### config.mk
export PLATFORM = sky130hd
export DESIGN_NAME = rc6_ir_frame_decoder
export DESIGN_NICKNAME = d
export VERILOG_FILES = /design/src/hw/rtl/rc6_pkg.sv /design/src/hw/rtl/rc6_thresh.sv /design/src/hw/rtl/rc6_decode.sv /design/src/hw/rtl/rc6_ir_frame_decoder.sv
export SDC_FILE = /design/constraint.sdc
export NUM_CORES = 1
export LEC_CHECK = 0
export ABC_AREA = 1
export BUFFER_PORTS_ARGS = -buffer_cell sky130_fd_sc_hd__buf_4
export CAP_MARGIN = 20
export CORE_MARGIN = 10
export CORE_UTILIZATION = 38
export CTS_BUF_LIST = sky130_fd_sc_hd__clkbuf_4
export DETAILED_ROUTE_END_ITERATION = 10
export SYNTH_ARGS = -nofsm -noshare
export SYNTH_HDL_FRONTEND = slang
export SYNTH_HIERARCHICAL = 1
export SYNTH_SLANG_ARGS = --single-unit
export TNS_END_PERCENT = 1
### constraint.sdc
create_clock -name clk -period 11.2 [get_ports clk]
set_input_delay 1.68 -clock clk [delete_from_list [all_inputs] [get_ports clk]]
set_output_delay 1.68 -clock clk [all_outputs]
set_load 0.05 [all_outputs]
### src/hw/rtl/rc6_pkg.sv
// ----------------------------------------------------------------------------
// rc6_pkg
// Shared types and constants for the RC6 mode-0 infrared frame decoder.
// ----------------------------------------------------------------------------
package rc6_pkg;

    localparam int HEADER_BIT_COUNT = 4;
    localparam int DATA_BIT_COUNT   = 16;

    localparam int UNIT_W   = 12;
    localparam int TOL_W    = 7;
    localparam int DUR_W    = 16;
    localparam int CNT_W    = 5;
    localparam int CFG_IDX_W = 1;
    localparam int CFG_DATA_W = 12;
    localparam int NUM_K    = 4;

    localparam logic [UNIT_W-1:0] UNIT_RESET = 12'd444;
    localparam logic [TOL_W-1:0]  TOL_RESET  = 7'd25;
    localparam logic [TOL_W-1:0]  TOL_MAX    = 7'd99;

    localparam logic [CFG_IDX_W-1:0] CFG_UNIT = 1'b0;
    localparam logic [CFG_IDX_W-1:0] CFG_TOL  = 1'b1;

    // expected-duration multiples, in units
    localparam logic [1:0] K1_IDX = 2'd0;
    localparam logic [1:0] K2_IDX = 2'd1;
    localparam logic [1:0] K3_IDX = 2'd2;
    localparam logic [1:0] K6_IDX = 2'd3;

    typedef enum logic [2:0] {
        ST_OK         = 3'd0,
        ST_BAD_LEADER = 3'd1,
        ST_BAD_TIMING = 3'd2,
        ST_BAD_MODE   = 3'd3,
        ST_EARLY_END  = 3'd4
    } status_t;

    typedef logic [DUR_W-1:0] dur_t;

    typedef struct packed {
        logic                  busy;
        dur_t [NUM_K-1:0]      lo;
        dur_t [NUM_K-1:0]      hi;
    } thr_bus_t;

endpackage

### src/hw/rtl/rc6_thresh.sv
// ----------------------------------------------------------------------------
// rc6_thresh
// Configuration registers and window limit unit: works out the lower and
// upper duration limits for 1, 2, 3 and 6 units, one limit per cycle.
// ----------------------------------------------------------------------------
module rc6_thresh
    import rc6_pkg::*;
(
    input  logic                  clk,
    input  logic                  rst_n,
    input  logic                  cfg_valid,
    output logic                  cfg_ready,
    input  logic [CFG_IDX_W-1:0]  cfg_index,
    input  logic [CFG_DATA_W-1:0] cfg_data,
    output thr_bus_t              thr
);

    localparam int X_W      = 23;
    localparam int PROD_W   = 47;
    localparam int SEQ_W    = 4;
    localparam int RECIP_SHIFT = 30;
    localparam logic [23:0] RECIP = 24'd10737419;   // ceil(2^30 / 100)
    localparam logic [SEQ_W-1:0] SEQ_ISSUE_END = 4'd8;
    localparam logic [SEQ_W-1:0] SEQ_DONE      = 4'd10;

    logic [UNIT_W-1:0] unit_reg;
    logic [TOL_W-1:0]  tol_reg;
    logic [SEQ_W-1:0]  seq_reg;

    logic              a_valid_reg;
    logic [2:0]        a_idx_reg;
    logic [X_W-1:0]    a_x_reg;
    logic              b_valid_reg;
    logic [2:0]        b_idx_reg;
    dur_t              b_q_reg;

    dur_t              lo_reg [NUM_K];
    dur_t              hi_reg [NUM_K];

    logic [TOL_W-1:0]  tol_eff;
    logic [7:0]        factor;
    logic [14:0]       unit_k;
    logic [X_W-1:0]    x_next;
    logic [PROD_W-1:0] prod;
    logic [2:0]        idx;
    logic              issue;

    assign cfg_ready = 1'b1;
    assign idx       = seq_reg[2:0];
    assign issue     = seq_reg < SEQ_ISSUE_END;
    assign tol_eff   = (tol_reg > TOL_MAX) ? TOL_MAX : tol_reg;

    always_comb
    begin
        case (idx[1:0])
            K1_IDX:  unit_k = {3'b000, unit_reg};
            K2_IDX:  unit_k = {2'b00, unit_reg, 1'b0};
            K3_IDX:  unit_k = {3'b000, unit_reg} + {2'b00, unit_reg, 1'b0};
            default: unit_k = {2'b00, unit_reg, 1'b0} + {1'b0, unit_reg, 2'b00};
        endcase
        if (idx[2])
        begin
            factor = 8'd100 + {1'b0, tol_eff};
        end
        else
        begin
            factor = 8'd100 - {1'b0, tol_eff};
        end
        x_next = X_W'(unit_k) * X_W'(factor);
    end

    assign prod = PROD_W'(a_x_reg) * PROD_W'(RECIP);

    always_ff @(posedge clk or negedge rst_n)
    begin
        if (!rst_n)
        begin
            unit_reg    <= UNIT_RESET;
            tol_reg     <= TOL_RESET;
            seq_reg     <= '0;
            a_valid_reg <= 1'b0;
            b_valid_reg <= 1'b0;
        end
        else
        begin
            if (cfg_valid)
            begin
                if (cfg_index == CFG_UNIT)
                begin
                    unit_reg <= cfg_data[UNIT_W-1:0];
                end
                else
                begin
                    tol_reg <= cfg_data[TOL_W-1:0];
                end
                seq_reg <= '0;
            end
            else if (seq_reg != SEQ_DONE)
            begin
                seq_reg <= seq_reg + 1'b1;
            end
            a_valid_reg <= issue;
            b_valid_reg <= a_valid_reg;
        end
    end

    always_ff @(posedge clk)
    begin
        a_idx_reg <= idx;
        a_x_reg   <= x_next;
        b_idx_reg <= a_idx_reg;
        b_q_reg   <= prod[RECIP_SHIFT+DUR_W-1:RECIP_SHIFT];
        if (b_valid_reg)
        begin
            if (b_idx_reg[2])
            begin
                hi_reg[b_idx_reg[1:0]] <= b_q_reg;
            end
            else
            begin
                lo_reg[b_idx_reg[1:0]] <= b_q_reg;
            end
        end
    end

    always_comb
    begin
        thr.busy = seq_reg != SEQ_DONE;
        for (int i = 0; i < NUM_K; i++)
        begin
            thr.lo[i] = lo_reg[i];
            thr.hi[i] = hi_reg[i];
        end
    end

endmodule

### src/hw/rtl/rc6_decode.sv
// ----------------------------------------------------------------------------
// rc6_decode
// Pulse input register, frame state and result register.
// ----------------------------------------------------------------------------
module rc6_decode
    import rc6_pkg::*;
(
    input  logic        clk,
    input  logic        rst_n,
    input  thr_bus_t    thr,
    input  logic        pulse_valid,
    output logic        pulse_stall,
    input  logic        pulse_level,
    input  logic [15:0] pulse_duration,
    input  logic        capture_start,
    input  logic        capture_end,
    output logic        frame_valid,
    input  logic        frame_stall,
    output logic [2:0]  status,
    output logic [2:0]  frame_mode,
    output logic        toggle_bit,
    output logic [7:0]  device_address,
    output logic [7:0]  command_code
);

    typedef enum logic [2:0] {
        PH_IDLE,
        PH_LSPACE,
        PH_HEADER,
        PH_TOGGLE,
        PH_DATA
    } phase_t;

    localparam logic [CNT_W-1:0] HDR_LAST  = CNT_W'(HEADER_BIT_COUNT - 1);
    localparam logic [CNT_W-1:0] DATA_LAST = CNT_W'(DATA_BIT_COUNT - 1);

    logic                      in_valid_reg;
    logic                      level_reg;
    dur_t                      dur_reg;
    logic                      start_reg;
    logic                      end_reg;

    phase_t                    phase_reg, phase_next;
    logic                      half_reg, half_next;
    logic [CNT_W-1:0]          cnt_reg, cnt_next;
    logic [3:0]                hdr_reg, hdr_next;
    logic [DATA_BIT_COUNT-1:0] data_reg, data_next;
    logic                      tog_reg, tog_next;

    logic                      out_valid_reg;
    status_t                   status_reg, status_next;
    logic [2:0]                mode_reg, mode_next;
    logic                      tog_out_reg, tog_out_next;
    logic [7:0]                addr_reg, addr_next;
    logic [7:0]                cmd_reg, cmd_next;

    logic [NUM_K-1:0]          fit;
    logic                      advance;
    logic                      accept;
    logic                      res;
    logic                      cur_fit;
    logic                      mrg_fit;
    logic                      do_open;
    logic                      do_close;

    assign advance     = in_valid_reg && (!out_valid_reg || !frame_stall);
    assign pulse_stall = thr.busy || (in_valid_reg && !advance);
    assign accept      = pulse_valid && !pulse_stall;

    always_comb
    begin
        for (int i = 0; i < NUM_K; i++)
        begin
            fit[i] = (dur_reg >= thr.lo[i]) && (dur_reg <= thr.hi[i]);
        end
    end

    always_comb
    begin
        phase_next  = phase_reg;
        half_next   = half_reg;
        cnt_next    = cnt_reg;
        hdr_next    = hdr_reg;
        data_next   = data_reg;
        tog_next    = tog_reg;
        res         = 1'b0;
        status_next = ST_OK;
        do_open     = 1'b0;
        do_close    = 1'b0;

        cur_fit = (phase_reg == PH_TOGGLE) ? fit[K2_IDX] : fit[K1_IDX];
        mrg_fit = ((phase_reg == PH_TOGGLE) ||
                   (phase_reg == PH_HEADER && cnt_reg == HDR_LAST)) ?
                  fit[K3_IDX] : fit[K2_IDX];

        if (start_reg)
        begin
            half_next = 1'b0;
            cnt_next  = '0;
            hdr_next  = '0;
            data_next = '0;
            tog_next  = 1'b0;
            if (level_reg && fit[K6_IDX])
            begin
                phase_next = PH_LSPACE;
            end
            else
            begin
                phase_next  = PH_IDLE;
                res         = 1'b1;
                status_next = ST_BAD_LEADER;
            end
        end
        else if (phase_reg == PH_LSPACE)
        begin
            if (!level_reg && fit[K2_IDX])
            begin
                phase_next = PH_HEADER;
                cnt_next   = '0;
                half_next  = 1'b0;
            end
            else
            begin
                res         = 1'b1;
                status_next = ST_BAD_LEADER;
            end
        end
        else if (phase_reg != PH_IDLE)
        begin
            if (!half_reg)
            begin
                if (cur_fit)
                begin
                    do_open = 1'b1;
                end
                else
                begin
                    res         = 1'b1;
                    status_next = ST_BAD_TIMING;
                end
            end
            else if (cur_fit)
            begin
                do_close = 1'b1;
            end
            else if (mrg_fit)
            begin
                do_close = 1'b1;
                do_open  = 1'b1;
            end
            else
            begin
                res         = 1'b1;
                status_next = ST_BAD_TIMING;
            end
        end

        if (do_close)
        begin
            half_next = 1'b0;
            if (phase_reg == PH_HEADER)
            begin
                if (cnt_reg == HDR_LAST)
                begin
                    phase_next = PH_TOGGLE;
                    cnt_next   = '0;
                end
                else
                begin
                    cnt_next = cnt_reg + 1'b1;
                end
            end
            else if (phase_reg == PH_TOGGLE)
            begin
                phase_next = PH_DATA;
                cnt_next   = '0;
            end
            else
            begin
                cnt_next = cnt_reg + 1'b1;
            end
        end

        if (do_open)
        begin
            half_next = 1'b1;
            if (phase_next == PH_HEADER)
            begin
                hdr_next = {hdr_reg[2:0], level_reg};
                if (cnt_next == HDR_LAST && hdr_next[2:0] != 3'b000)
                begin
                    res         = 1'b1;
                    status_next = ST_BAD_MODE;
                end
            end
            else if (phase_next == PH_TOGGLE)
            begin
                tog_next = level_reg;
            end
            else
            begin
                data_next = {data_reg[DATA_BIT_COUNT-2:0], level_reg};
                if (cnt_next == DATA_LAST)
                begin
                    res         = 1'b1;
                    status_next = ST_OK;
                end
            end
        end

        // idle pulses without a start give nothing, even at capture end
        if (!res && end_reg && (start_reg || phase_reg != PH_IDLE))
        begin
            res         = 1'b1;
            status_next = ST_EARLY_END;
        end

        mode_next    = (status_next == ST_OK || status_next == ST_BAD_MODE) ?
                       hdr_next[2:0] : 3'b000;
        tog_out_next = (status_next == ST_OK) ? tog_next : 1'b0;
        addr_next    = (status_next == ST_OK) ?
                       data_next[DATA_BIT_COUNT-1 -: 8] : 8'h00;
        cmd_next     = (status_next == ST_OK) ? data_next[7:0] : 8'h00;

        if (res)
        begin
            phase_next = PH_IDLE;
            half_next  = 1'b0;
            cnt_next   = '0;
            hdr_next   = '0;
            data_next  = '0;
            tog_next   = 1'b0;
        end
    end

    always_ff @(posedge clk or negedge rst_n)
    begin
        if (!rst_n)
        begin
            in_valid_reg  <= 1'b0;
            phase_reg     <= PH_IDLE;
            half_reg      <= 1'b0;
            cnt_reg       <= '0;
            hdr_reg       <= '0;
            data_reg      <= '0;
            tog_reg       <= 1'b0;
            out_valid_reg <= 1'b0;
        end
        else
        begin
            if (accept)
            begin
                in_valid_reg <= 1'b1;
            end
            else if (advance)
            begin
                in_valid_reg <= 1'b0;
            end
            if (advance)
            begin
                phase_reg <= phase_next;
                half_reg  <= half_next;
                cnt_reg   <= cnt_next;
                hdr_reg   <= hdr_next;
                data_reg  <= data_next;
                tog_reg   <= tog_next;
            end
            if (advance && res)
            begin
                out_valid_reg <= 1'b1;
            end
            else if (!frame_stall)
            begin
                out_valid_reg <= 1'b0;
            end
        end
    end

    always_ff @(posedge clk)
    begin
        if (accept)
        begin
            level_reg <= pulse_level;
            dur_reg   <= pulse_duration;
            start_reg <= capture_start;
            end_reg   <= capture_end;
        end
        if (advance && res)
        begin
            status_reg  <= status_next;
            mode_reg    <= mode_next;
            tog_out_reg <= tog_out_next;
            addr_reg    <= addr_next;
            cmd_reg     <= cmd_next;
        end
    end

    assign frame_valid    = out_valid_reg;
    assign status         = status_reg;
    assign frame_mode     = mode_reg;
    assign toggle_bit     = tog_out_reg;
    assign device_address = addr_reg;
    assign command_code   = cmd_reg;

endmodule

### src/hw/rtl/rc6_ir_frame_decoder.sv
// ----------------------------------------------------------------------------
// rc6_ir_frame_decoder
// RC6 mode-0 infrared frame decoder fed with measured pulses.
//
//  channel  | handshake              | payload
//  ---------+------------------------+--------------------------------------
//  pulse    | pulse_valid/pulse_stall| pulse_level, pulse_duration,
//           |                        | capture_start, capture_end
//  frame    | frame_valid/frame_stall| status, frame_mode, toggle_bit,
//           |                        | device_address, command_code
//  cfg      | cfg_valid/cfg_ready    | cfg_index, cfg_data
//
// One pulse item per cycle while pulse_stall is low; the frame result is
// registered in the result register from the pulse register holding the
// pulse item that ends the frame. After reset and after each config write,
// pulse_stall stays high while the window limit unit (two registered
// multiplies) refills its eight limits, one per cycle.
// frame_stall holds the result register; the pulse register then holds
// one more item before pulse_stall rises.
// ----------------------------------------------------------------------------
module rc6_ir_frame_decoder
    import rc6_pkg::*;
(
    input  logic                  clk,
    input  logic                  rst_n,
    input  logic                  pulse_valid,
    output logic                  pulse_stall,
    input  logic                  pulse_level,
    input  logic [15:0]           pulse_duration,
    input  logic                  capture_start,
    input  logic                  capture_end,
    output logic                  frame_valid,
    input  logic                  frame_stall,
    output logic [2:0]            status,
    output logic [2:0]            frame_mode,
    output logic                  toggle_bit,
    output logic [7:0]            device_address,
    output logic [7:0]            command_code,
    input  logic                  cfg_valid,
    output logic                  cfg_ready,
    input  logic [CFG_IDX_W-1:0]  cfg_index,
    input  logic [CFG_DATA_W-1:0] cfg_data
);

    thr_bus_t thr;

    rc6_thresh u_thresh
    (
        .clk       (clk),
        .rst_n     (rst_n),
        .cfg_valid (cfg_valid),
        .cfg_ready (cfg_ready),
        .cfg_index (cfg_index),
        .cfg_data  (cfg_data),
        .thr       (thr)
    );

    rc6_decode u_decode
    (
        .clk            (clk),
        .rst_n          (rst_n),
        .thr            (thr),
        .pulse_valid    (pulse_valid),
        .pulse_stall    (pulse_stall),
        .pulse_level    (pulse_level),
        .pulse_duration (pulse_duration),
        .capture_start  (capture_start),
        .capture_end    (capture_end),
        .frame_valid    (frame_valid),
        .frame_stall    (frame_stall),
        .status         (status),
        .frame_mode     (frame_mode),
        .toggle_bit     (toggle_bit),
        .device_address (device_address),
        .command_code   (command_code)
    );

endmodule
==> impl_metrics.yaml <==
status:
  status: "finished clean"
sta:
  setup_viol: 0
  max_slew_margin_pct: 36.38
  layout_min_cycle_time_ns: 6.442
  fin_crit_sh_pct: 57.52
  hold_viol: 0
  finalSetupTns_ns: 0
  slew_violations: 0
  tightest_slew_ns: 0.9532
  rsz0062_at_grt: "false"
  finClkSkew_ns: 0.06276
  fmax_ghz: 0.1552
yosys:
  synth_top_area_share_pct: 19.31
  syn_inst: 3338
  synth.area.top_cells: "fa_1 (19%), ha_1 (19%), edfxtp_1 (18%)"
  synth.most_common_cell: "inv_1"
  synth.cell_area_mm2: 0.02840
  yosysSeqAreaShare_pct: 26.12
  yosysTopAreaCell: "fa_1"
  synthesis.nets: 4077
  synthArstFlopShare_pct: 20.66
  synth_cell_types: 58
  yosys_warnings: 6
  synth_seq_cells: 271
  ys.flop_type: "edfxtp_1"
  synth_enable_flop_cells: 170
  synth_commonest_cells: "inv_1 (829), nand2_1 (663), ha_1 (428), fa_1 (274), nor2_1 (260)"
  avgSynthCellArea_um2: 8.509
global_route:
  grt_max_degree: 57
  grt-ovfl-total: 0
  grt_pass1_vias: 21694
  antenna_found_initial: 1
  track_usage_pct: 16.56
  grt_first_pass_wirelength_um: 113900
worst_hold_path:
  hold_depth: 0
  hold_start: "u_thresh/a_idx_reg[2]"
  holdPathEnd: "u_thresh/b_idx_reg[2]"
  hold_class: "flip-flop to flip-flop"
clocking:
  ctsHoldBuffers: 0
  clock_sinks: 271
  max-clock-path-buffers: 3
  cts-root-buf: "clkbuf_4"
  htree_num_levels: 3
  tritoncts: "built"
  cts_resized: 0
  post_cts_buffers: 0
  clk_pin_slew_ns: 0.06
  cts_buffers: 75
  clock_latency_ns: 0.76
setup_path:
  required_ns: 11.84
  timing.rr.end: "u_thresh/a_x_reg[22]"
  r2r-start: "u_thresh/tol_reg[6]"
  critPathSlowestCell: "nor2_1"
  crit_type: "flip-flop to flip-flop"
  cp-end-kind: "flip-flop"
  crit_cells: 26
  critPathLaunchType: "flip-flop"
  cp_common_cell: "inv_1"
  reg2regPathDepth: 26
  cpLargestDelayFamily: "adder cells"
  path_max_fanout: 12
  arrival_ns: 7.08
  reg2reg_slack_ns: 4.76
  path_buf_inv: 6
  critical_path.max_stage_delay_ns: 0.70
place:
  gp_congestion: 0.9264
  dp_hpwl_um: 57570
  dp_cells: 4346
  port_buffers: 61
floorplan:
  fp-row-count: 100
  die_h_um: 293.4
  io_pins: 63
  fp.dieW_um: 293.4
  initial_core_util_pct: 38.22
  die_area_mm2: 0.08608
  core_area_mm2: 0.07432
route:
  drc: 0
  ant_nets: 0
  vias: 21267
  via_per_inst: 4.743
  wire_per_inst_um: 15.66
  routed_wl_um: 70230
  drtIter0Drc: 1112
  dr.pass1.iters: 5
final_layout:
  finalNetCount: 4193
  n_fill_cell: 7580
  area_growth_pct: 9.141
  final_layout_size_suffix_gt1_share_pct: 7.684
  fin_cells: 4484
flow_run:
  maxCapViolCount: 0
layout make-up:
class	instances	area (um2)	share of cell area (%)
clock inverter	32	185.2	0.5974
tap	969	1212	3.911
sequential	271	7418	23.93
timing repair buffer	73	548.0	1.768
clock buffer	105	788.3	2.543
inverter	843	3167	10.22
multi-input combinational	2190	17680	57.03
antenna	1	2.502	0.008073
stage by stage:
stage / area [um2] / setup WS (ns) / utilization, % / hold WS (ns)
after floorplan: 28400 / 5.624 / - / 0.3096
after global placement: 30020 / 4.983 / 40.40 / 0.3155
after detailed placement: 30020 / 4.790 / 40.40 / 0.3138
after CTS: 31000 / 4.795 / 41.71 / 0.2972
after global routing: 31000 / 4.244 / 41.71 / 0.2840
final: 31000 / 4.758 / 41.71 / 0.2985
how the worst max path moves through the flow:
stage / start / endpoint / slack [ns]
after floorplan: u_thresh/tol_reg[6] / u_thresh/a_x_reg[17] / 5.62
after global placement: u_thresh/tol_reg[6] / u_thresh/a_x_reg[17] / 4.98
after detailed placement: u_thresh/tol_reg[6] / u_thresh/a_x_reg[22] / 4.79
after CTS: u_thresh/tol_reg[6] / u_thresh/a_x_reg[22] / 4.79
after global routing: u_thresh/tol_reg[6] / u_thresh/a_x_reg[18] / 4.24
final: u_thresh/tol_reg[6] / u_thresh/a_x_reg[22] / 4.76
placed cells by master, fill, tap and decap left out, types with 19 or more instances in the layout:
master	count
inv_1	829
nand2_1	663
ha_1	428
fa_1	274
nor2_1	259
edfxtp_1	170
a21oi_1	130
nand3_1	115
clkbuf_4	105
o21ai_0	76
buf_4	73
dfrtp_1	47
dfxtp_1	45
nand4_1	33
clkinv_1	25
o22ai_1	25
nor3_1	23
xor2_1	19
per-layer routing:
layer	vias up	share of wire, %	track usage (%)	wire [um]
met5	-	0	0	0
met4	0	2.4	4.829	1671
met3	96	4.5	2.581	3142
met2	436	47	27.65	32880
met1	10041	46	21.89	32540
li1	10694	-	-	-
kinds of logic after synthesis:
logic type / after synthesis / share of synthesized area, %
AOI/OAI and AO/OA: 295 / 5.811
muxes: 3 / 0.1189
DFF: 271 / 26.12
adders and majority gates: 702 / 38.17
buffers and inverters: 877 / 11.79
and+or+nand+nor: 1158 / 17.00
xor gates and xnor gates: 31 / 0.9824
other: 1 / 0.01320
Power is not shown: default switching activity piles up to over one toggle a cycle in this logic, so the estimate is an artifact.
